<file path="src/srgblab_pkg.sv">
// Shared types, constants and constant tables for the sRGB to L*a*b* converter.
`timescale 1ns / 1ps
package srgblab_pkg;

  // Output precision and internal fixed point format.
  localparam int FRAC_BITS   = 16;
  localparam int L_W         = FRAC_BITS + 1;
  localparam int C_W         = FRAC_BITS + 2;
  localparam int Q           = 30;
  localparam int LIN_W       = Q + 1;
  localparam int CBRT_STAGES = Q + 1;
  localparam int KM_W        = 27;
  localparam int XW          = LIN_W + 2;
  localparam int PW          = 67;
  localparam int RS          = 2 * Q - FRAC_BITS;
  localparam int AS          = Q - FRAC_BITS;

  // Queue between the front and the back.
  localparam int QUEUE_DEPTH = 4;
  localparam int QPTR_W      = $clog2(QUEUE_DEPTH);

  // Register map.
  localparam int ADDR_W = 3;
  localparam logic REG_COLOR_MODE = 1'b0;

  // Color mode codes.
  localparam logic [1:0] MODE_GRAY = 2'd0;
  localparam logic [1:0] MODE_RGB  = 2'd1;
  localparam logic [1:0] MODE_RGBA = 2'd2;

  localparam longint unsigned Q_ONE  = 64'd1073741824;
  localparam longint unsigned Q_HALF = 64'd536870912;

  // Decimal constant in units of 1e-9, rounded to the nearest Q30 value.
  function automatic longint unsigned qc(longint unsigned d);
    return (d * Q_ONE + 64'd500000000) / 64'd1000000000;
  endfunction

  localparam longint unsigned C_XR   = qc(64'd433936244);
  localparam longint unsigned C_XG   = qc(64'd376197791);
  localparam longint unsigned C_XB   = qc(64'd189834298);
  localparam longint unsigned C_YR   = qc(64'd212672900);
  localparam longint unsigned C_YG   = qc(64'd715152200);
  localparam longint unsigned C_YB   = qc(64'd72175000);
  localparam longint unsigned C_ZR   = qc(64'd17753811);
  localparam longint unsigned C_ZG   = qc(64'd109450872);
  localparam longint unsigned C_ZB   = qc(64'd872639210);
  localparam longint unsigned C_EPS  = qc(64'd8856452);
  localparam longint unsigned C_S    = qc(64'd137931034);
  localparam longint unsigned C_K    = qc(64'd7787037037);
  localparam longint unsigned C_L    = qc(64'd1160000000);
  localparam longint unsigned C_AOFF = qc(64'd391818182);
  localparam longint unsigned C_AMUL = qc(64'd2272727273);
  localparam longint unsigned C_BOFF = qc(64'd490454545);
  localparam longint unsigned C_BMUL = qc(64'd909090909);

  // One pixel as it travels from the front to the back.
  typedef struct packed {
    logic [1:0] mode;
    logic [7:0] red;
    logic [7:0] green;
    logic [7:0] blue;
    logic [7:0] alpha;
  } item_t;

  typedef logic [LIN_W-1:0] gamma_rom_t [256];
  typedef logic [L_W-1:0]   gray_rom_t  [256];

  // sRGB gamma curve for one 8-bit code, in Q30.
  function automatic logic [LIN_W-1:0] gamma_entry(longint unsigned v);
    longint unsigned t;
    longint unsigned t2;
    longint unsigned r;
    longint unsigned c;
    longint unsigned p;
    if (v <= 64'd10) begin
      return LIN_W'((v * 64'd100 * Q_ONE + 64'd164730) / 64'd329460);
    end
    t  = ((v * 64'd1000 + 64'd14025) * Q_ONE + 64'd134512) / 64'd269025;
    t2 = (t * t + Q_HALF) >> Q;
    r  = 64'd0;
    if (t2 >= Q_ONE) begin
      r = Q_ONE;
    end else begin
      for (int b = Q - 1; b >= 0; b--) begin
        c = r | (64'd1 << b);
        p = (c * c) >> Q;
        p = (p * c) >> Q;
        p = (p * c) >> Q;
        p = (p * c) >> Q;
        if (p <= t2) r = c;
      end
    end
    return LIN_W'((t2 * r + Q_HALF) >> Q);
  endfunction

  function automatic gamma_rom_t build_gamma();
    gamma_rom_t rom;
    for (int v = 0; v < 256; v++) begin
      rom[v] = gamma_entry(longint'(v));
    end
    return rom;
  endfunction

  // Gray sample divided by 255, rounded, with FRAC_BITS fraction bits.
  function automatic gray_rom_t build_gray();
    gray_rom_t rom;
    longint unsigned v;
    for (int i = 0; i < 256; i++) begin
      v = longint'(i);
      rom[i] = L_W'(((v << (FRAC_BITS + 1)) + 64'd255) / 64'd510);
    end
    return rom;
  endfunction

  localparam gamma_rom_t GAMMA_ROM = build_gamma();
  localparam gray_rom_t  GRAY_ROM  = build_gray();

endpackage

</file>
<file path="src/srgblab_queue.sv">
// Short queue that decouples the front from the back.
`timescale 1ns / 1ps
module srgblab_queue (
  input  logic                clk,
  input  logic                rst,
  input  logic                push,
  input  srgblab_pkg::item_t  push_item,
  output logic                full,
  input  logic                pop,
  output logic                filled,
  output srgblab_pkg::item_t  head
);
  import srgblab_pkg::*;

  item_t             slots [QUEUE_DEPTH];
  logic [QPTR_W-1:0] wr_ptr;
  logic [QPTR_W-1:0] rd_ptr;
  logic [QPTR_W:0]   count;
  logic              do_pop;

  assign full   = (count == (QPTR_W + 1)'(QUEUE_DEPTH));
  assign filled = (count != '0);
  assign head   = slots[rd_ptr];
  assign do_pop = pop && filled;

  // Pointer and fill count update.
  always_ff @(posedge clk) begin
    if (rst) begin
      wr_ptr <= '0;
      rd_ptr <= '0;
      count  <= '0;
    end else begin
      if (push) wr_ptr <= wr_ptr + 1'b1;
      if (do_pop) rd_ptr <= rd_ptr + 1'b1;
      if (push && !do_pop) begin
        count <= count + 1'b1;
      end else if (!push && do_pop) begin
        count <= count - 1'b1;
      end
    end
  end

  always_ff @(posedge clk) begin
    if (push) slots[wr_ptr] <= push_item;
  end

endmodule

</file>
<file path="config.mk">
export PLATFORM = sky130hd
export DESIGN_NAME = srgblab_queue
export DESIGN_NICKNAME = d
export VERILOG_FILES = /design/src/srgblab_pkg.sv /design/src/srgblab_queue.sv
export SDC_FILE = /design/constraint.sdc
export NUM_CORES = 1
export LEC_CHECK = 0
export BUFFER_PORTS_ARGS = -buffer_cell sky130_fd_sc_hd__buf_4
export CORE_MARGIN = 2
export CORE_UTILIZATION = 60
export CTS_BUF_LIST = sky130_fd_sc_hd__clkbuf_8
export DETAILED_ROUTE_END_ITERATION = 8
export PLACE_DENSITY = 0.93
export SETUP_SLACK_MARGIN = 0.1
export SYNTH_ARGS = -nofsm -noshare
export SYNTH_HDL_FRONTEND = slang
export SYNTH_SLANG_ARGS = --single-unit
</file>
<file path="constraint.sdc">
create_clock -name clk -period 3.64 [get_ports clk]
set_clock_uncertainty 0.05 [all_clocks]
set_input_delay 0.182 -clock clk [delete_from_list [all_inputs] [get_ports clk]]
set_output_delay 0.182 -clock clk [all_outputs]
set_load 0.01 [all_outputs]
</file>
; ---- Yosys cells after proc, flatten, opt, wreduce, memory -nomap -nowiden
; Memory sizes are Yosys's and may differ from the RTL's. A register that Yosys moved wholly into a read port is not among the register bits.
; Cells that the tools add are included.
[totals]
in_bits = 38
regBits = 7
mem_count = 1
ram_bits = 136
[classes]
mux = 6
n_addsub = 4
n_reduce_logical = 7
eq_ne = 1
[memory_table]
columns = name, words, word_bits, rd, rd_ports_with_merged_regs, wr, line_no
row1 = slots, 4, 34, 1, 1, 1, srgblab_queue.sv:15  ; item_t slots [QUEUE_DEPTH];
[op_table]
columns = op, count
row1 = $mux W3, 2
row2 = $add A2 B1 Y2 const B, 2
row3 = $mux W2, 2
row4 = $add A3 B1 Y3 const B, 1
row5 = $eq A3 B3 Y1 const B, 1
row6 = $logic_and A1 B1 Y1, 3
row7 = $reduce_bool A3 Y1, 1
row8 = $sub A3 B1 Y3 const B, 1
row9 = $logic_not A1 Y1, 2
row10 = $mux W1, 2
row11 = $reduce_bool A2 Y1, 1

; ---- Depth between registers and ports, before layout
; Gate-level depths: netlist of run 1.
[depth]
word_depth = 5
ltp_mapped = 7
depth_no_buf = 7

; ---- Worst setup path after synthesis of run 1
; Ideal clock, no wire load.
[synth_timing]
path_kind = reg-to-reg
startpoint = register count[0]
endpoint = register count[2]
path_buffers = 0
stages_incl_launch_ff = 8
path_slack_ns = 1.607
arrival_ns = 1.913
required_ns = 3.520
setup_ns = 0.070
path_cell_list = dfxtp_1 o31ai_1 ha_1 inv_1 fa_1 xor2_1 or3_1 a21oi_1
[synth_between]
elab_chain_len = 5
[synth_rtl]
columns = item, line_no
row1 = start: declaration, srgblab_queue.sv:18  ; logic [QPTR_W:0] count;
row2 = start signal: assignment, srgblab_queue.sv:36  ; count <= count + 1'b1;
row3 = start signal: assignment, srgblab_queue.sv:38  ; count <= count - 1'b1;
row4 = branches (longest 5 deep; another with $sub A3 B1 Y3), --
; Several ways; the timed one is not identified. The select of a mux whose other input is x is not followed.
; A chain may end at the register's enable or synchronous reset.

==> results of run 1 <==
==> worst max-delay path by stage <==
stage | startpoint | to | slack, ns | cells past startpoint
after floorplan | count[0] | count[2] | 1.61 | 7
after global placement | register | head[10] | 1.45 | 3
after detailed placement | count[0] | count[2] | 1.40 | 7
after CTS | register | head[10] | 0.92 | 3
after global routing | register | head[13] | 0.83 | 3
final | register | head[10] | 1.03 | 3
==> cells by family (layout without fill, tap and decap cells) <==
group                    Yosys count  count (layout)
flip-flops                       145             145
AO/OA/AOI/OAI                      4               4
adder cells (fa/ha/maj)            6               6
XOR/XNOR                           5               5
AND/OR/NAND/NOR                   14              14
buffers and inverters             12             143
multiplexers                      36              36
==> sequential cells by signal, summed over array words and instances, names as in the netlist, named ones only <==
| name | count |
|---|---|
| slots | 136 |
| count | 3 |
| rd_ptr | 2 |
| wr_ptr | 2 |
==> report_power, final <==
part / internal (uW) / switching, uW / total [uW]
Sequential: 1930 / 131 / 2060
Combinational: 550 / 349 / 899
Clock: 742 / 571 / 1310
==> cells in the final DEF (no fill, tap or decap), types with 2 or more instances in the layout <==
cell type	netlist	final
and2_2	0	4
buf_4	0	74
bufinv_16	0	4
clkbuf_8	0	17
clkinv_2	0	3
clkinvlp_4	0	3
dfxtp_1	9	7
dfxtp_2	0	2
dlygate4sd3_1	0	35
edfxtp_1	136	136
ha_1	5	5
inv_1	3	4
inv_6	0	2
mux2i_1	2	2
mux4_1	4	4
mux4_2	30	30
nor2_1	7	7
or3_1	2	2
xor2_1	4	4
==> per-layer routing <==
layer,GRT usage (%),routed length (um),up-vias
met2,34.6,4820,73
met5,0,0,-
met4,5.69,59,0
met1,22.4,3480,1309
li1,-,-,1161
met3,6.24,424,6
==> Yosys cell counts (all sizes together) <==
cell type	count	share of area, %
mux4	34	14
o311ai	1	0.16
mux2i	2	0.37
a21oi	1	0.093
o31ai	1	0.14
nor3b	1	0.14
ha	5	1.2
nor2	7	0.49
edfxtp	136	76
buf	7	1.6
xnor2	1	0.16
clkbuf	2	0.14
inv	3	0.21
xor2	4	0.65
and2	4	0.46
or3	2	0.23
dfxtp	9	3.3
o21ai	1	0.093
fa	1	0.37
==> worst max-delay path, stage by stage, from the launching register on <==
cell and delay [ns]:
dfxtp_2 0.81, buf_4 0.40, mux4_2 0.56, buf_4 0.16
==> stage by stage <==
step | hold slack [ns] | instances
after floorplan | 0.231 | 222
after global placement | 0.331 | 395
after detailed placement | 0.335 | 395
after CTS | 0.00160 | 461
after global routing | 0.0123 | 461
final | 0.0160 | 461
==> timing repair <==
item / in CTS / in global routing
hold buffers: 35 / 0
resized for setup: 0 / 0
hold endpoints to repair: 145 / 0
==> final cells by class <==
type	instances	area, sq um
Fill cell	451	1950
Multi-Input combinational cell	65	1030
Timing Repair Buffer	109	906
Inverter	3	11.3
Sequential cell	145	4270
Clock buffer	17	234
Clock inverter	14	188
Tap cell	108	135
==> impl_metrics.ini, run 1 <==
[sta]
max_freq_ghz = 0.383
setup_violations = 0
fin_ws_ns = 1.03
setup-tns-final_ns = 0
tightestPinTransition_ns = 0.936
fin_crit_sh_pct = 71.6
period_minus_slack_ns = 2.61
final_hold_viol_count = 0
slew_headroom_pct = 37.6
rsz0062_at_grt = false
finalMaxSlewViolations = 0

[worst_hold_path]
worstHoldPathCells = 3
hold_end = wr_ptr[0]
min_from = push
hp-class = in -> reg

[pwr]
vdd_drop_max_mv = 0.382
power.density_mw_per_mm2 = 631
total_power_uw = 4270
power_leakage_uw = 0.00236

[route]
dr.pass1.iters = 4
vias_per_cell = 5.53
drtIter0Drc = 105
vias = 2549
wire_per_inst_um = 19.1
wl_mm = 8.78
ant_nets = 0
drt_drc_violations_left = 0

[place]
place_ws_ns = 1.40
dp_hpwl_mm = 4.79
placed_area_sq_mm = 0.00600
gp_congestion = 0.753
portBuffers = 73

[clocking]
cts_tree = done
clockRootBuffer = clkbuf_8
cts_buffers = 17
insertion_delay_ns = 0.42
clockBufferDepth = 2
cts.sinks = 145
clkTransAtPathRegs_ns = 0.08
cts_htree_levels = 4
post_cts_buffers = 0

[yosys]
synth-simple-area-share_pct = 1.32
seq_area_frac_synth_pct = 79.1
synth_compound_area_share_pct = 0.487
synth_top_family_by_area = multiplexers
synthAdderAreaFrac_pct = 1.53
synthesis.nets = 266
syn_area_sq_mm = 0.00539
postSynthCellCount = 222
ys_seq_elements = 145
synth.avg_cell_area_sq_um = 24.3
synth_mux_area_share_pct = 14.8
synth_xor_area_share_pct = 0.812
synth_cell_types = 22
yosys_warnings = 0

[cells_and_area]
nets = 385
drive_gt1_share_pct = 39.7
syn_to_final_growth_pct = 25.5
final_cell_area_sq_mm = 0.00677
fin_util_pct = 77.6
antennaDiodeCount = 0

[global_routing]
antenna_found_initial = 0
gr-usage-all-layers_pct = 19.3
grt_max_degree = 35
grt_pass1_vias = 2795
grt_pass1_wl_mm = 13.8
grt_overflow = 0

[worst_setup_path]
r2r-end = count[2]
path_class = reg -> out
timing.rr.start = count[0]
reg2regPathDepth = 7
cp.required_ns = 3.41
reg2reg_slack_ns = 1.36
crit_fanout = 22
startpoint_type = register
endpoint_kind = output port
worstPathArrival_ns = 2.38

[floorplanning]
die_height_um = 98.8
core_area_sq_mm = 0.00872
die_w_um = 98.8
dieArea_sq_mm = 0.00976
io_pins = 74
start_util_pct = 61.9
rows = 34

[status]
status = finished, final reports clean

[job]
drv_cap = 0
Note: power is estimated with default switching activity, not from simulation.
==> run 2: changes to the inputs <==
--- a/config.mk
+++ b/config.mk
@@ -5,12 +5,13 @@
 export SDC_FILE = /design/constraint.sdc
 export NUM_CORES = 1
 export LEC_CHECK = 0
+export ABC_AREA = 1
 export BUFFER_PORTS_ARGS = -buffer_cell sky130_fd_sc_hd__buf_4
 export CORE_MARGIN = 2
-export CORE_UTILIZATION = 60
+export CORE_UTILIZATION = 59
 export CTS_BUF_LIST = sky130_fd_sc_hd__clkbuf_8
 export DETAILED_ROUTE_END_ITERATION = 8
-export PLACE_DENSITY = 0.93
+export PLACE_DENSITY = 0.91
 export SETUP_SLACK_MARGIN = 0.1
 export SYNTH_ARGS = -nofsm -noshare
 export SYNTH_HDL_FRONTEND = slang
==> constraint.sdc (replaced) <==
create_clock -name clk -period 2.5 [get_ports clk]
set_clock_uncertainty 0.05 [all_clocks]
set_input_delay 0.125 -clock clk [delete_from_list [all_inputs] [get_ports clk]]
set_output_delay 0.125 -clock clk [all_outputs]
set_load 0.01 [all_outputs]
==> impl_metrics.ini, run 2 <==
[yosys]
postSynthCellCount = 392
synthesis.nets = 436
synth_edf_count = 136
synthFlopType = edfxtp_1
synth_area_leader_cell = edfxtp_1
synth_area_leaders = edfxtp_1 (72%), o21ai_0 (5.8%), o22ai_2 (4.4%)
yosys_warnings = 0
synth_cell_types = 23
ys_seq_elements = 145
synthArstFlopShare_pct = 0
syn_area_sq_mm = 0.00571
synth.avg_cell_area_sq_um = 14.6
yosys.area.top_type_share_pct = 71.5
synth_most_common_cell = edfxtp_1
seq_area_frac_synth_pct = 74.7
yosys-top-cells-count = edfxtp_1 (136), o21ai_0 (66), nor2_1 (54)

[cells_and_area]
regArea_sq_mm = 0.00427
drive_gt1_share_pct = 29.2
largest_register = slots
multi_input_area_sq_mm = 0.00121
final_common_cell = edfxtp_1
fin_util_pct = 76.5
syn_to_final_growth_pct = 24.9
nets = 552
final_cell_mix = edfxtp_1 (136), buf_4 (77), o21ai_0 (66)
final_cell_area_sq_mm = 0.00713
largest_reg_flops = 136
fillerInstances = 548
antennaDiodeCount = 0
reg_top3 = slots (136), count (3)

[floorplanning]
io_pins = 74
rows = 35
core_area_sq_mm = 0.00933
die_w_um = 102
start_util_pct = 61.2
die_height_um = 102
dieArea_sq_mm = 0.0105

[global_routing]
grt_max_degree = 69
grt_overflow = 0
grt_util_met3_pct = 6.98
antenna_found_initial = 0
busiest_layer = met2
use_met2_pct = 40.6
grt_pass1_vias = 3642
grt_use_met1_pct = 28.5
gr-usage-all-layers_pct = 23.8
grt_pass1_wl_mm = 18.1

[sta]
setup-tns-final_ns = 0
period_minus_slack_ns = 2.16
max_freq_ghz = 0.463
fin_crit_sh_pct = 86.4
setup_violations = 0
tightestPinTransition_ns = 0.630
final_hold_viol_count = 0
slew_headroom_pct = 57.8
finalMaxSlewViolations = 0
rsz0062_at_grt = false

[pwr]
total_power_uw = 6400
switchingPower_uw = 1870
switching_share_pct = 29.3
pwr-share-comb_pct = 26.3
vdd_drop_max_mv = 0.608
seqPwrFrac_pct = 44.8
power_leakage_uw = 0.00256
clkPwrFrac_pct = 28.9
power.density_mw_per_mm2 = 897
internal_power_uw = 4520

[place]
gp_congestion = 0.786
placed_area_sq_mm = 0.00634
portBuffers = 73
dp_hpwl_mm = 6.55

[route]
drt_drc_violations_left = 0
drtIter0Drc = 275
dr.pass1.iters = 5
vias_per_cell = 5.50
wl_mm = 11.7
ant_nets = 0
wire_per_inst_um = 18.1
vias = 3573

[worst_setup_path]
path_class = reg -> out
crit_fanout = 34
reg2regPathDepth = 12
worstPathArrival_ns = 1.99
startpoint_type = register
cp.required_ns = 2.33
endpoint_kind = output port

[worst_hold_path]
hp-class = in -> reg
worstHoldPathCells = 3

[clocking]
post_cts_buffers = 0
cts_buffers = 17
cts_tree = done
clkTransAtPathRegs_ns = 0.08
insertion_delay_ns = 0.43
cts_htree_levels = 4
cts.sinks = 145
clockRootBuffer = clkbuf_8
clockBufferDepth = 2

[status]
status = finished, final reports clean

[job]
drv_cap = 0
run 2: cell types whose count changed after synthesis, sizes merged, moves of 3 or more:
cell / delta
a21oi: +4
and2: -4
buf: +12
inv: +13
mux4: -34
nand2: +15
nand3: +3
nor2: +67
o21ai: +70
o22ai: +34
xor2: -3
run 2: kinds of logic (layout without fill, tap and decap cells):
logic type	after synthesis	count (layout)	synth area share [%]
DFF	145	145	74.7
adders and majority gates	6	6	1.45
AOI/OAI and AO/OA	110	110	12.6
buffers and inverters	37	166	4.08
xor gates and xnor gates	1	1	0.153
and+or+nand+nor	93	93	7.08
run 2: through the flow:
stage,hold WS (ns),worst slack [ns],cells
after global routing,0.367,0.178,650
final,0.383,0.340,650
after detailed placement,0.273,0.671,580
after floorplan,0.144,0.788,392
after CTS,0.355,0.295,650
after global placement,0.268,0.756,580
run 2: critical path, cell delays in order (launching register included):
cell	delay, ns
dfxtp_1	0.44
inv_2	0.47
o21ai_0	0.25
o22ai_1	0.23
buf_4	0.17
run 2: final cells by class:
cell class                 instances  area share [%]
clock buffer                      19            3.67
clock inverter                    13            2.05
inverter                          16           0.912
multi-input combinational        210            17.0
sequential                       145            59.8
tap                              129            2.26
timing repair buffer             118            14.3
run 2: power groups by stage:
stage	Sequential, uW	Combinational (uW)	Clock [uW]
6_report	2870	1680	1850
5_1_grt	2880	1840	1970
4_1_cts	2870	1680	1860
3_5_place_dp	2920	1610	0
3_3_place_gp	2910	1540	0
2_1_floorplan	2890	1060	0
run 2: path summary, 6_finish.rpt:
check / from / end / slack, ns
min reg2reg: rd_ptr[0] / rd_ptr[0] / 0.46
min: rst / rd_ptr[0] / 0.38
max: register / head[28] / 0.34
max reg2reg: count[1] / count[2] / 0.65
run 2: routing by layer:
metal,part of all wire (%),vias up
met5,0,-
met4,1.7,0
met3,6.9,13
met2,52,160
met1,39,1723
li1,-,1677
run 2: timing repair:
action                                  CTS  global route
hold buffers                             38             0
endpoints found under the hold margin   145             0
gates resized for setup                   0             0
endpoints found under the setup margin    0             0
