$ cat src/srgblab_pkg.sv
// Shared types, constants and constant tables for the sRGB to L*a*b* converter.
`timescale 1ns / 1ps
package srgblab_pkg;

  // Output precision and internal fixed point format.
  localparam int FRAC_BITS   = 16;
  localparam int L_W         = FRAC_BITS + 1;
  localparam int C_W         = FRAC_BITS + 2;
  localparam int Q           = 30;
  localparam int LIN_W       = Q + 1;
  localparam int CBRT_STAGES = Q + 1;
  localparam int KM_W        = 27;
  localparam int XW          = LIN_W + 2;
  localparam int PW          = 67;
  localparam int RS          = 2 * Q - FRAC_BITS;
  localparam int AS          = Q - FRAC_BITS;

  // Queue between the front and the back.
  localparam int QUEUE_DEPTH = 4;
  localparam int QPTR_W      = $clog2(QUEUE_DEPTH);

  // Register map.
  localparam int ADDR_W = 3;
  localparam logic REG_COLOR_MODE = 1'b0;

  // Color mode codes.
  localparam logic [1:0] MODE_GRAY = 2'd0;
  localparam logic [1:0] MODE_RGB  = 2'd1;
  localparam logic [1:0] MODE_RGBA = 2'd2;

  localparam longint unsigned Q_ONE  = 64'd1073741824;
  localparam longint unsigned Q_HALF = 64'd536870912;

  // Decimal constant in units of 1e-9, rounded to the nearest Q30 value.
  function automatic longint unsigned qc(longint unsigned d);
    return (d * Q_ONE + 64'd500000000) / 64'd1000000000;
  endfunction

  localparam longint unsigned C_XR   = qc(64'd433936244);
  localparam longint unsigned C_XG   = qc(64'd376197791);
  localparam longint unsigned C_XB   = qc(64'd189834298);
  localparam longint unsigned C_YR   = qc(64'd212672900);
  localparam longint unsigned C_YG   = qc(64'd715152200);
  localparam longint unsigned C_YB   = qc(64'd72175000);
  localparam longint unsigned C_ZR   = qc(64'd17753811);
  localparam longint unsigned C_ZG   = qc(64'd109450872);
  localparam longint unsigned C_ZB   = qc(64'd872639210);
  localparam longint unsigned C_EPS  = qc(64'd8856452);
  localparam longint unsigned C_S    = qc(64'd137931034);
  localparam longint unsigned C_K    = qc(64'd7787037037);
  localparam longint unsigned C_L    = qc(64'd1160000000);
  localparam longint unsigned C_AOFF = qc(64'd391818182);
  localparam longint unsigned C_AMUL = qc(64'd2272727273);
  localparam longint unsigned C_BOFF = qc(64'd490454545);
  localparam longint unsigned C_BMUL = qc(64'd909090909);

  // One pixel as it travels from the front to the back.
  typedef struct packed {
    logic [1:0] mode;
    logic [7:0] red;
    logic [7:0] green;
    logic [7:0] blue;
    logic [7:0] alpha;
  } item_t;

  typedef logic [LIN_W-1:0] gamma_rom_t [256];
  typedef logic [L_W-1:0]   gray_rom_t  [256];

  // sRGB gamma curve for one 8-bit code, in Q30.
  function automatic logic [LIN_W-1:0] gamma_entry(longint unsigned v);
    longint unsigned t;
    longint unsigned t2;
    longint unsigned r;
    longint unsigned c;
    longint unsigned p;
    if (v <= 64'd10) begin
      return LIN_W'((v * 64'd100 * Q_ONE + 64'd164730) / 64'd329460);
    end
    t  = ((v * 64'd1000 + 64'd14025) * Q_ONE + 64'd134512) / 64'd269025;
    t2 = (t * t + Q_HALF) >> Q;
    r  = 64'd0;
    if (t2 >= Q_ONE) begin
      r = Q_ONE;
    end else begin
      for (int b = Q - 1; b >= 0; b--) begin
        c = r | (64'd1 << b);
        p = (c * c) >> Q;
        p = (p * c) >> Q;
        p = (p * c) >> Q;
        p = (p * c) >> Q;
        if (p <= t2) r = c;
      end
    end
    return LIN_W'((t2 * r + Q_HALF) >> Q);
  endfunction

  function automatic gamma_rom_t build_gamma();
    gamma_rom_t rom;
    for (int v = 0; v < 256; v++) begin
      rom[v] = gamma_entry(longint'(v));
    end
    return rom;
  endfunction

  // Gray sample divided by 255, rounded, with FRAC_BITS fraction bits.
  function automatic gray_rom_t build_gray();
    gray_rom_t rom;
    longint unsigned v;
    for (int i = 0; i < 256; i++) begin
      v = longint'(i);
      rom[i] = L_W'(((v << (FRAC_BITS + 1)) + 64'd255) / 64'd510);
    end
    return rom;
  endfunction

  localparam gamma_rom_t GAMMA_ROM = build_gamma();
  localparam gray_rom_t  GRAY_ROM  = build_gray();

endpackage

$ cat src/srgblab_front.sv
// Input stage: takes pixel transfers, blends over gray in RGBA mode, feeds the queue.
`timescale 1ns / 1ps
module srgblab_front (
  input  logic                clk,
  input  logic                rst,
  input  logic                pixel_valid,
  output logic                pixel_ready,
  input  logic [7:0]          red,
  input  logic [7:0]          green,
  input  logic [7:0]          blue,
  input  logic [7:0]          alpha,
  input  logic [1:0]          color_mode,
  input  logic                queue_full,
  output logic                push,
  output srgblab_pkg::item_t  push_item
);
  import srgblab_pkg::*;

  logic  held;
  item_t raw;

  // floor((a*c + (255-a)*128) / 255) through a reciprocal multiply.
  function automatic logic [7:0] blend(logic [7:0] c, logic [7:0] a);
    logic [15:0] x;
    logic [16:0] x1;
    logic [24:0] y;
    x  = 16'(a) * 16'(c) + {1'b0, 8'd255 - a, 7'b0};
    x1 = 17'(x) + 17'd1;
    y  = {x1, 8'b0} + 25'(x1);
    return y[23:16];
  endfunction

  assign pixel_ready = !held || !queue_full;
  assign push        = held && !queue_full;

  // Hold one pixel until the queue takes it.
  always_ff @(posedge clk) begin
    if (rst) begin
      held <= 1'b0;
    end else if (pixel_ready) begin
      held <= pixel_valid;
    end
  end

  always_ff @(posedge clk) begin
    if (pixel_valid && pixel_ready) begin
      raw <= '{mode: color_mode, red: red, green: green, blue: blue, alpha: alpha};
    end
  end

  // Blend the color channels only in RGBA mode.
  always_comb begin
    push_item = raw;
    if (raw.mode == MODE_RGBA) begin
      push_item.red   = blend(raw.red, raw.alpha);
      push_item.green = blend(raw.green, raw.alpha);
      push_item.blue  = blend(raw.blue, raw.alpha);
    end
  end

endmodule

$ cat config.mk
export PLATFORM = sky130hd
export DESIGN_NAME = srgblab_front
export DESIGN_NICKNAME = d
export VERILOG_FILES = /design/src/srgblab_pkg.sv /design/src/srgblab_front.sv
export SDC_FILE = /design/constraint.sdc
export NUM_CORES = 1
export LEC_CHECK = 0
export BUFFER_PORTS_ARGS = -buffer_cell sky130_fd_sc_hd__buf_2
export CAP_MARGIN = 10
export CORE_MARGIN = 4
export CORE_UTILIZATION = 58
export CTS_CLUSTER_SIZE = 8
export DETAILED_ROUTE_END_ITERATION = 10
export GPL_ROUTABILITY_DRIVEN = 0
export PLACE_DENSITY_LB_ADDON = 0.1
export SKIP_LAST_GASP = 1
export SLEW_MARGIN = 20
export SYNTH_ARGS = -nofsm -noshare
export SYNTH_HDL_FRONTEND = slang
export SYNTH_SLANG_ARGS = --single-unit
export TNS_END_PERCENT = 20
$ cat constraint.sdc
create_clock -name clk -period 7.85 [get_ports clk]
set_input_delay 0.785 -clock clk [delete_from_list [all_inputs] [get_ports clk]]
set_output_delay 0.785 -clock clk [all_outputs]
set_load 0.05 [all_outputs]
# ---- Word-level counts from Yosys, hierarchy flattened
# Cells that the tools add are included.
dict set report word_totals {
  in_bits 38
  out_inout_bits 36
  wordCells 26
  mem_bits_ro 0
  latch_bits 0
  ff_bits 35
  memories 0
  ramBits 0
}
dict set report classes {
  n_addsub 10
  n_div 0
  n_reduce_logical 5
  shifts 0
  bitwise_logic 0
  n_eq_ne 1
  n_mul 3
  n_lt_le_gt_ge 0
  muxes 1
}
# op count
set op_table {}
lappend op_table {{adder 24 x 17 -> 24 bit} 3}
lappend op_table {{adder 16 x 1 -> 17 bit, second input constant} 3}
lappend op_table {{adder 16 x 15 -> 16 bit} 3}
lappend op_table {{multiplier 8 x 8 -> 16 bit} 3}
lappend op_table {{two-way mux 24 bit} 1}
lappend op_table {{subtractor 8 bit, first input constant} 1}
lappend op_table {{equality test 2 bit, second input constant} 1}
lappend op_table {{logical AND 1 bit} 2}
lappend op_table {{zero test 1 bit} 2}
lappend op_table {{logical OR 1 bit} 1}

# ---- Logic depth before layout (Yosys ltp)
# Gate-level depths: netlist of run 1.
dict set report depth {
  ltp_word 5
  mapped_depth 30
  ltp_nobuf 28
}

# ---- Worst setup path after synthesis of run 1
# OpenSTA, ideal clock, no wires.
dict set report synth_timing {
  kind {register to output}
  from {register raw (netlist bit push_item[5])}
  to {output port push_item[21] in the netlist's numbering}
  n_path_buf 1
  arrival_time_ns 7.860
  path_stages_with_launch 27
  slack_ns -0.795
  path_cell_list {edfxtp_1 > clkbuf_1 > nand2_1 > fa_1 > inv_1 > fa_1 > fa_1 > inv_1 > fa_1 > inv_1 > ha_1 > or2_1 > a21o_1 > a221oi_2 > and4b_4 > mux2_4 > or4_1 > and2_1 > ha_1 > a21o_1 > a21oi_1 > o2bb2ai_1 > nand3_1 > o211ai_1 > nand2_1 > xor2_1 > o21ai_0}
}
# element line
set synth_rtl {}
lappend synth_rtl {{start: declaration} srgblab_front.sv:20} ;# item_t raw;
lappend synth_rtl {{start signal: assignment} srgblab_front.sv:47} ;# raw <= '{mode: color_mode, red: red, green: green, blue: blue, alpha: alpha};
lappend synth_rtl {{end: declaration} srgblab_front.sv:15} ;# output srgblab_pkg::item_t push_item

==> reports/results.tsv, run 1 <==
metric	value	unit
antenna violations before repair	0	
maximum number of pins on one net before global-route repair	49	
reg-to-reg critical path startpoint	held	
half-perimeter wire length after detailed placement	20800	µm
number of pins with negative max-slew slack in the final report	0	
pre-CTS WS	-0.0379	ns
I/O pins	74	
detailed-route wire length per cell	16.0	µm
Core Util, Final	73.0	%
count of yosys warnings during synthesis	0	
summed instance area of the synthesized netlist	0.0108	mm²
post-synthesis sequential area ratio	9.66	%
routed vias/inst	5.44	
post-route clock skew	0.00734	ns
Avg Synthesized Cell Area	8.71	µm²
setup violators final	3	
area of the core	0.0181	mm²
number of nets at the end of the flow	1730	
maxcap violations	0	
arrival time at the worst endpoint	7.17	ns
synth unique cells	89	
type of destination of the critical path	primary output	
worst reg2reg path endpoint	raw[24]	
cell mode on critical path	sky130_fd_sc_hd__buf_4	
CTS Buffer Depth	2	
Setup crit end	push_item[31]	
final count of hold timing violations	0	
register-to-register setup slack	6.37	ns
startpoint types	flop	
number of buffers created by CTS	5	
post-synthesis async set-or-reset flop share	0	%
sum of routed wire length over all layers	26500	µm
x dimension of the die	144	µm
flip-flop cell with the highest count after synthesis	sky130_fd_sc_hd__edfxtp_1	
global-route wire length before repair	43100	µm
deepest level of the CTS H-tree	2	
cell chosen for the clock root	sky130_fd_sc_hd__clkbuf_16	
First DRT Iteration DRCs	517	
Routed Antenna Nets	0	
worst slew margin relative to its limit	31.6	%
Hold-fix buffers, CTS	0	
met1 GRT Util	36.2	%
ratio of final minimum period to clock period	101	%
Worst Reg2Reg Path Length in Cells	2	
Slew @ Worst Pin	1.03	ns
maximum fanout along the worst path	8	
proportion of layout cells with a drive suffix above 1	25.8	%
Worst Setup Slack, final	-0.109	ns
number of placement rows	49	
Max stage delay cell, worst path	sky130_fd_sc_hd__edfxtp_1	
overall die area	0.0208	mm²
Vias	8981	
clock network latency to the later pin of the worst-skew pair	0.29	ns
layer carrying the most global-route usage	met2	
unrepaired setup endpoints after global routing	yes	
Critical Path RT	7.07	ns
first element of the critical path	push_item[5]	
post-synth net total	1546	
longest individual stage delay on the worst path	0.54	ns
Seq cells post-synth	35	
met3 Use GR	3.27	%
number of sinks on the clock net	35	
number of synthesized flops with an enable pin	34	
Final Hold Slack	0.513	ns
overall overflow remaining after global route	0	
violations in the final reports	setup timing	
outcome	complete, but fails checks	
Post-Syn Instances	1238	
vias in the first global route	9021	
class of the tightest hold or removal check	flop to flop	
DRC viols	0	
Crit Path Class	flop to primary output	
die extent in y	144	µm
drt pass-1 iters	5	
clock period minus final worst setup slack	7.96	ns
Initial Utilization	59.4	%
post-CTS clock slew at the launch and capture registers of the worst setup and hold paths	0.07	ns
area overhead of the layout relative to synthesis	22.9	%
number of inserted diodes	0	
Fmax	0.126	GHz
CTS tree	yes	
met2 layer usage reported by global route	43.3	%
Global Route Usage Sum	25.7	%
number of port buffers	73	
## state kept, by name (all words and copies together) (netlist names)
| register | cells |
|---|---|
| push_item | 10 |
| held | 1 |
| raw | 24 |
## cells by family (layout without fill, tap and decap cells)
| family | Yosys count | after routing | share of synthesized area [%] |
|---|---|---|---|
| compound gates | 153 | 153 | 10.2 |
| mux | 3 | 3 | 0.348 |
| buf+inv | 282 | 467 | 10.5 |
| fa+ha+maj | 270 | 270 | 40.5 |
| flops | 35 | 35 | 9.66 |
| xor+xnor | 82 | 82 | 7.11 |
| simple gates | 413 | 413 | 21.7 |
## final cells by class
type / count / area [µm²]
multi-input combinational: 921 / 9200
fill: 1404 / 4900
timing repair buffer: 217 / 1640
sequential: 35 / 1040
inverter: 242 / 908
tap: 229 / 287
clock buffer: 5 / 125
clock inverter: 3 / 47.5
## worst max-delay path: cells and delay by family (launching register included)
family	cells	cell delay [ns]
flip-flops	1	0.54
buffers and inverters	7	0.99
AO/OA/AOI/OAI	6	1.28
XOR/XNOR	3	0.66
AND/OR/NAND/NOR	6	1.07
adder cells (fa/ha/maj)	6	2.32
## per-layer routing
layer  wire length, µm  share of wire [%]
met1             12200                 46
met2             12600                 48
met3              1310                5.0
met4               344                1.3
met5                 0                  0
## cells in the final DEF (no fill, tap or decap), types with 10 or more instances in the layout
master                     synthesis  final
sky130_fd_sc_hd__xnor2_1          42     33
sky130_fd_sc_hd__xnor2_2           3     11
sky130_fd_sc_hd__and2_1          143    136
sky130_fd_sc_hd__ha_4              0     12
sky130_fd_sc_hd__o21ai_1           9     12
sky130_fd_sc_hd__nand4_1          13     13
sky130_fd_sc_hd__nor3_1           16     10
sky130_fd_sc_hd__nand2_1         103    101
sky130_fd_sc_hd__o21ai_2           0     11
sky130_fd_sc_hd__nor2_1           37     32
sky130_fd_sc_hd__buf_2             1     57
sky130_fd_sc_hd__o21ai_0          34     18
sky130_fd_sc_hd__a21o_1           16     16
sky130_fd_sc_hd__fa_1            132    130
sky130_fd_sc_hd__ha_1            138    123
sky130_fd_sc_hd__nand3_1          18     15
sky130_fd_sc_hd__buf_6             2     23
sky130_fd_sc_hd__inv_1           242    228
sky130_fd_sc_hd__inv_2             0     14
sky130_fd_sc_hd__buf_4            11    129
sky130_fd_sc_hd__edfxtp_1         34     34
sky130_fd_sc_hd__a21oi_1          20     18
sky130_fd_sc_hd__o21a_1           10     10
sky130_fd_sc_hd__xor2_1           35     33
## through the flow
stage	setup TNS, ns	cells	instance area (µm²)
final	-0.212	1652	13200
after global routing	-5.65	1652	13200
after CTS	-0.0712	1624	12500
after detailed placement	-0.0578	1597	12000
after global placement	0	1597	12000
after floorplan	-1.23	1238	10800
## cells in the mapped netlist, types with 3 or more instances
cell / n / area [µm²]
sky130_fd_sc_hd__nand2_1: 103 / 387
sky130_fd_sc_hd__nand3_1: 18 / 90.1
sky130_fd_sc_hd__nand4_1: 13 / 81.3
sky130_fd_sc_hd__edfxtp_1: 34 / 1020
sky130_fd_sc_hd__nor3b_1: 8 / 60.1
sky130_fd_sc_hd__o2111ai_2: 3 / 45.0
sky130_fd_sc_hd__and2_1: 143 / 895
sky130_fd_sc_hd__or3_1: 3 / 18.8
sky130_fd_sc_hd__nor4_1: 3 / 18.8
sky130_fd_sc_hd__nor2_1: 37 / 139
sky130_fd_sc_hd__fa_1: 132 / 2640
sky130_fd_sc_hd__a21o_1: 16 / 120
sky130_fd_sc_hd__nor2b_1: 7 / 43.8
sky130_fd_sc_hd__o31ai_1: 4 / 30.0
sky130_fd_sc_hd__o21a_1: 10 / 75.1
sky130_fd_sc_hd__nand3b_1: 5 / 37.5
sky130_fd_sc_hd__o21ai_0: 34 / 170
sky130_fd_sc_hd__a21oi_1: 20 / 100
sky130_fd_sc_hd__nor3_1: 16 / 80.1
sky130_fd_sc_hd__a31oi_1: 9 / 56.3
sky130_fd_sc_hd__o21ai_1: 9 / 45.0
sky130_fd_sc_hd__and4_1: 3 / 26.3
sky130_fd_sc_hd__nor3_2: 3 / 30.0
sky130_fd_sc_hd__xor2_1: 35 / 307
sky130_fd_sc_hd__xnor2_2: 3 / 48.8
sky130_fd_sc_hd__nor4_2: 3 / 37.5
sky130_fd_sc_hd__a211o_1: 5 / 43.8
sky130_fd_sc_hd__and3_1: 6 / 37.5
sky130_fd_sc_hd__or2_2: 5 / 31.3
sky130_fd_sc_hd__o2111ai_1: 3 / 26.3
sky130_fd_sc_hd__xnor2_1: 42 / 368
sky130_fd_sc_hd__buf_4: 11 / 82.6
sky130_fd_sc_hd__clkbuf_1: 24 / 90.1
sky130_fd_sc_hd__nand2b_1: 9 / 56.3
sky130_fd_sc_hd__inv_1: 242 / 908
sky130_fd_sc_hd__a211oi_1: 9 / 67.6
sky130_fd_sc_hd__ha_1: 138 / 1730
## how the worst min path moves through the flow
stage | endpoint | start | slack (ns) | cells past startpoint
after floorplan | held | held | 0.47 | 2
after global placement | held | held | 0.49 | 2
after detailed placement | held | held | 0.50 | 2
after CTS | held | held | 0.52 | 2
after global routing | held | held | 0.58 | 2
final | held | held | 0.51 | 2
## what timing repair did
item                       CTS  global route
cloned                       0             1
pin swaps                   31            75
gates resized for setup     52           102
setup buffers               19            28
setup endpoints to repair   23            24
Power of run 1 is left out: the tool's default activity adds up to more than one toggle a clock period on the data nets, which glitch-free logic cannot reach.
==> inputs of run 2 (changes only) <==
- CELL_PAD_IN_SITES_DETAIL_PLACEMENT: unset -> 1
- CELL_PAD_IN_SITES_GLOBAL_PLACEMENT: unset -> 1
- CORE_UTILIZATION: 58 -> 44
==> run 2 against run 1 <==
  * The run still ends with setup timing left
  * Setup slack lost 0.0073 ns
  * Sequential share of layout area shrank 0.17 points
  * Clock-buffer cell count grew 2
  * Maximum frequency is essentially flat
  * Hold slack lost 0.0020 ns
  * Non-clock buffer count grew 41
  * Register-to-register slack lost 0.02 ns
==> reports/results.tsv, run 2 (synthesized netlist as in run 1, its figures left out) <==
metric	value	unit	change
clock network latency to the later pin of the worst-skew pair	0.29	ns	about the same
maxcap violations	0		unchanged
worst reg2reg path endpoint	push_item[2]		
post-CTS clock slew at the launch and capture registers of the worst setup and hold paths	0.06	ns	about the same
number of buffers created by CTS	5		unchanged
DRC viols	0		unchanged
cell chosen for the clock root	sky130_fd_sc_hd__clkbuf_16		
Fmax	0.126	GHz	about the same
outcome	complete, but fails checks		
post-route non-filler standard cell count	1788		+8.2%
CTS Buffer Depth	2		unchanged
Worst Reg2Reg Path Length in Cells	2		unchanged
number of placed cells counting well taps	1743		+9.1%
area overhead of the layout relative to synthesis	25.7	%	
final sum of negative setup slack	-0.747	ns	-0.535 ns
detailed-route wire length per cell	18.0	µm	+12%
CTS tree	yes		
Hold-fix buffers, CTS	0		unchanged
deepest level of the CTS H-tree	2		unchanged
global-route wire length before repair	50900	µm	+18%
number of placement rows	57		+16%
final count of hold timing violations	0		unchanged
half-perimeter wire length after detailed placement	26000	µm	+25%
reg-to-reg critical path startpoint	held		
most common cell after layout, fill and taps aside	sky130_fd_sc_hd__inv_1		
number of port buffers	73		unchanged
First DRT Iteration DRCs	371		-28%
sum of routed wire length over all layers	32300	µm	+22%
placed standard-cell area	0.0125	mm²	+4.2%
area of the core	0.0242	mm²	+33%
drt pass-1 iters	5		unchanged
storage element area	0.00104	mm²	unchanged
number of pins with negative max-slew slack in the final report	0		unchanged
source of the worst hold timing path	held		
setup violators final	16		+13
worst slew margin relative to its limit	27.0	%	-4.5 points
Worst Setup Slack, final	-0.117	ns	-0.00732 ns
overall overflow remaining after global route	0		unchanged
Critical Path RT	7.07	ns	about the same
die extent in y	165	µm	+14%
Worst Hold Path Cells	2		unchanged
x dimension of the die	165	µm	+14%
register-to-register setup slack	6.35	ns	-0.02 ns
number of inserted diodes	0		unchanged
vias in the first global route	10000		+11%
proportion of layout cells with a drive suffix above 1	26.7	%	+0.92 points
hold path endpoint	held		
routed vias/inst	5.23		-3.7%
maximum fanout along the worst path	5		-3
unrepaired setup endpoints after global routing	yes		
I/O pins	74		unchanged
number of sinks on the clock net	35		unchanged
post-route clock skew	0.00395	ns	-0.00339 ns
clock period minus final worst setup slack	7.97	ns	+0.00732 ns
arrival time at the worst endpoint	7.18	ns	about the same
antenna violations before repair	0		unchanged
Initial Utilization	44.6	%	-15 points
Crit Path Class	flop to primary output		
most used cells in the layout excluding fill and tap cells	sky130_fd_sc_hd__inv_1, sky130_fd_sc_hd__buf_4, sky130_fd_sc_hd__and2_1		
Core Util, Final	56.0	%	-17 points
startpoint types	flop		
max reg flops	24		unchanged
Global Route Usage Sum	23.5	%	-2.1 points
class of the tightest hold or removal check	flop to flop		
longest individual stage delay on the worst path	0.53	ns	about the same
overall die area	0.0271	mm²	+30%
ratio of final minimum period to clock period	101	%	about the same
type of destination of the critical path	primary output		
maximum number of pins on one net before global-route repair	49		unchanged
Slew @ Worst Pin	1.09	ns	+0.0677 ns
violations in the final reports	setup timing		
Vias	9357		+4.2%
register bank with the most flops	raw		
final instance area	0.0135	mm²	+2.3%
area of combinational cells with multiple inputs	0.00912	mm²	-0.88%
Max stage delay cell, worst path	sky130_fd_sc_hd__fa_1		
Routed Antenna Nets	0		unchanged
Filler cells	2874		+100%
number of nets at the end of the flow	1771		+2.4%
-- run 2: cell count changes in the layout (fill, tap and decap cells not counted), moves of 4 or more --
cell / previous run / this run
sky130_fd_sc_hd__inv_1: 228 / 236
sky130_fd_sc_hd__buf_4: 129 / 178
sky130_fd_sc_hd__xnor2_1: 33 / 38
sky130_fd_sc_hd__o21ai_1: 12 / 16
sky130_fd_sc_hd__xnor2_2: 11 / 7
sky130_fd_sc_hd__inv_2: 14 / 6
sky130_fd_sc_hd__buf_6: 23 / 18
-- run 2: worst max-delay path by stage --
stage	from	endpoint	slack, ns	cells past startpoint
2_1_floorplan	push_item[5]	push_item[10]	-0.23	25
3_3_place_gp	push_item[2]	push_item[23]	-0.18	28
3_5_place_dp	push_item[2]	push_item[22]	-0.23	27
4_1_cts	push_item[7]	push_item[23]	-0.16	29
5_1_grt	push_item[6]	push_item[14]	-0.48	29
6_report	push_item[6]	push_item[31]	-0.12	27
-- run 2: cell type report --
class                           instances  area share [%]
Timing Repair Buffer                  258            14.1
Clock buffer                            7           0.979
Multi-Input combinational cell        921            67.3
Clock inverter                          1           0.222
Inverter                              242            6.71
Sequential cell                        35            7.68
Tap cell                              324            2.99
-- run 2: layer usage --
layer | up-vias | global-route usage [%] | share of wire [%]
met1 | 4733 | 31.7 | 46
met4 | 0 | 3.18 | 1.2
met5 | - | 0 | 0
met2 | 131 | 41.6 | 50
met3 | 36 | 2.87 | 2.8
li1 | 4457 | - | -
-- run 2: worst max-delay path, delay by kind of cell (launching register included) --
family                   cells  cell delay, ns
AO/OA/AOI/OAI                6            1.28
XOR/XNOR                     2            0.36
adder cells (fa/ha/maj)      6            2.59
buffers and inverters        6            0.60
flip-flops                   1            0.50
AND/OR/NAND/NOR              7            1.55
-- run 2: metrics by stage --
stage          hold slack (ns)  setup slack [ns]
2_1_floorplan            0.465            -0.231
3_3_place_gp             0.486            -0.181
3_5_place_dp             0.502            -0.231
4_1_cts                  0.515            -0.160
5_1_grt                  0.602            -0.485
6_report                 0.511            -0.117
-- run 2: timing repair --
action | in CTS | in global routing
pin swaps | 35 | 60
buffers inserted | 11 | 26
resized for setup | 56 | 70
setup endpoints to repair | 24 | 24
Power of run 2 is left out for the same reason.
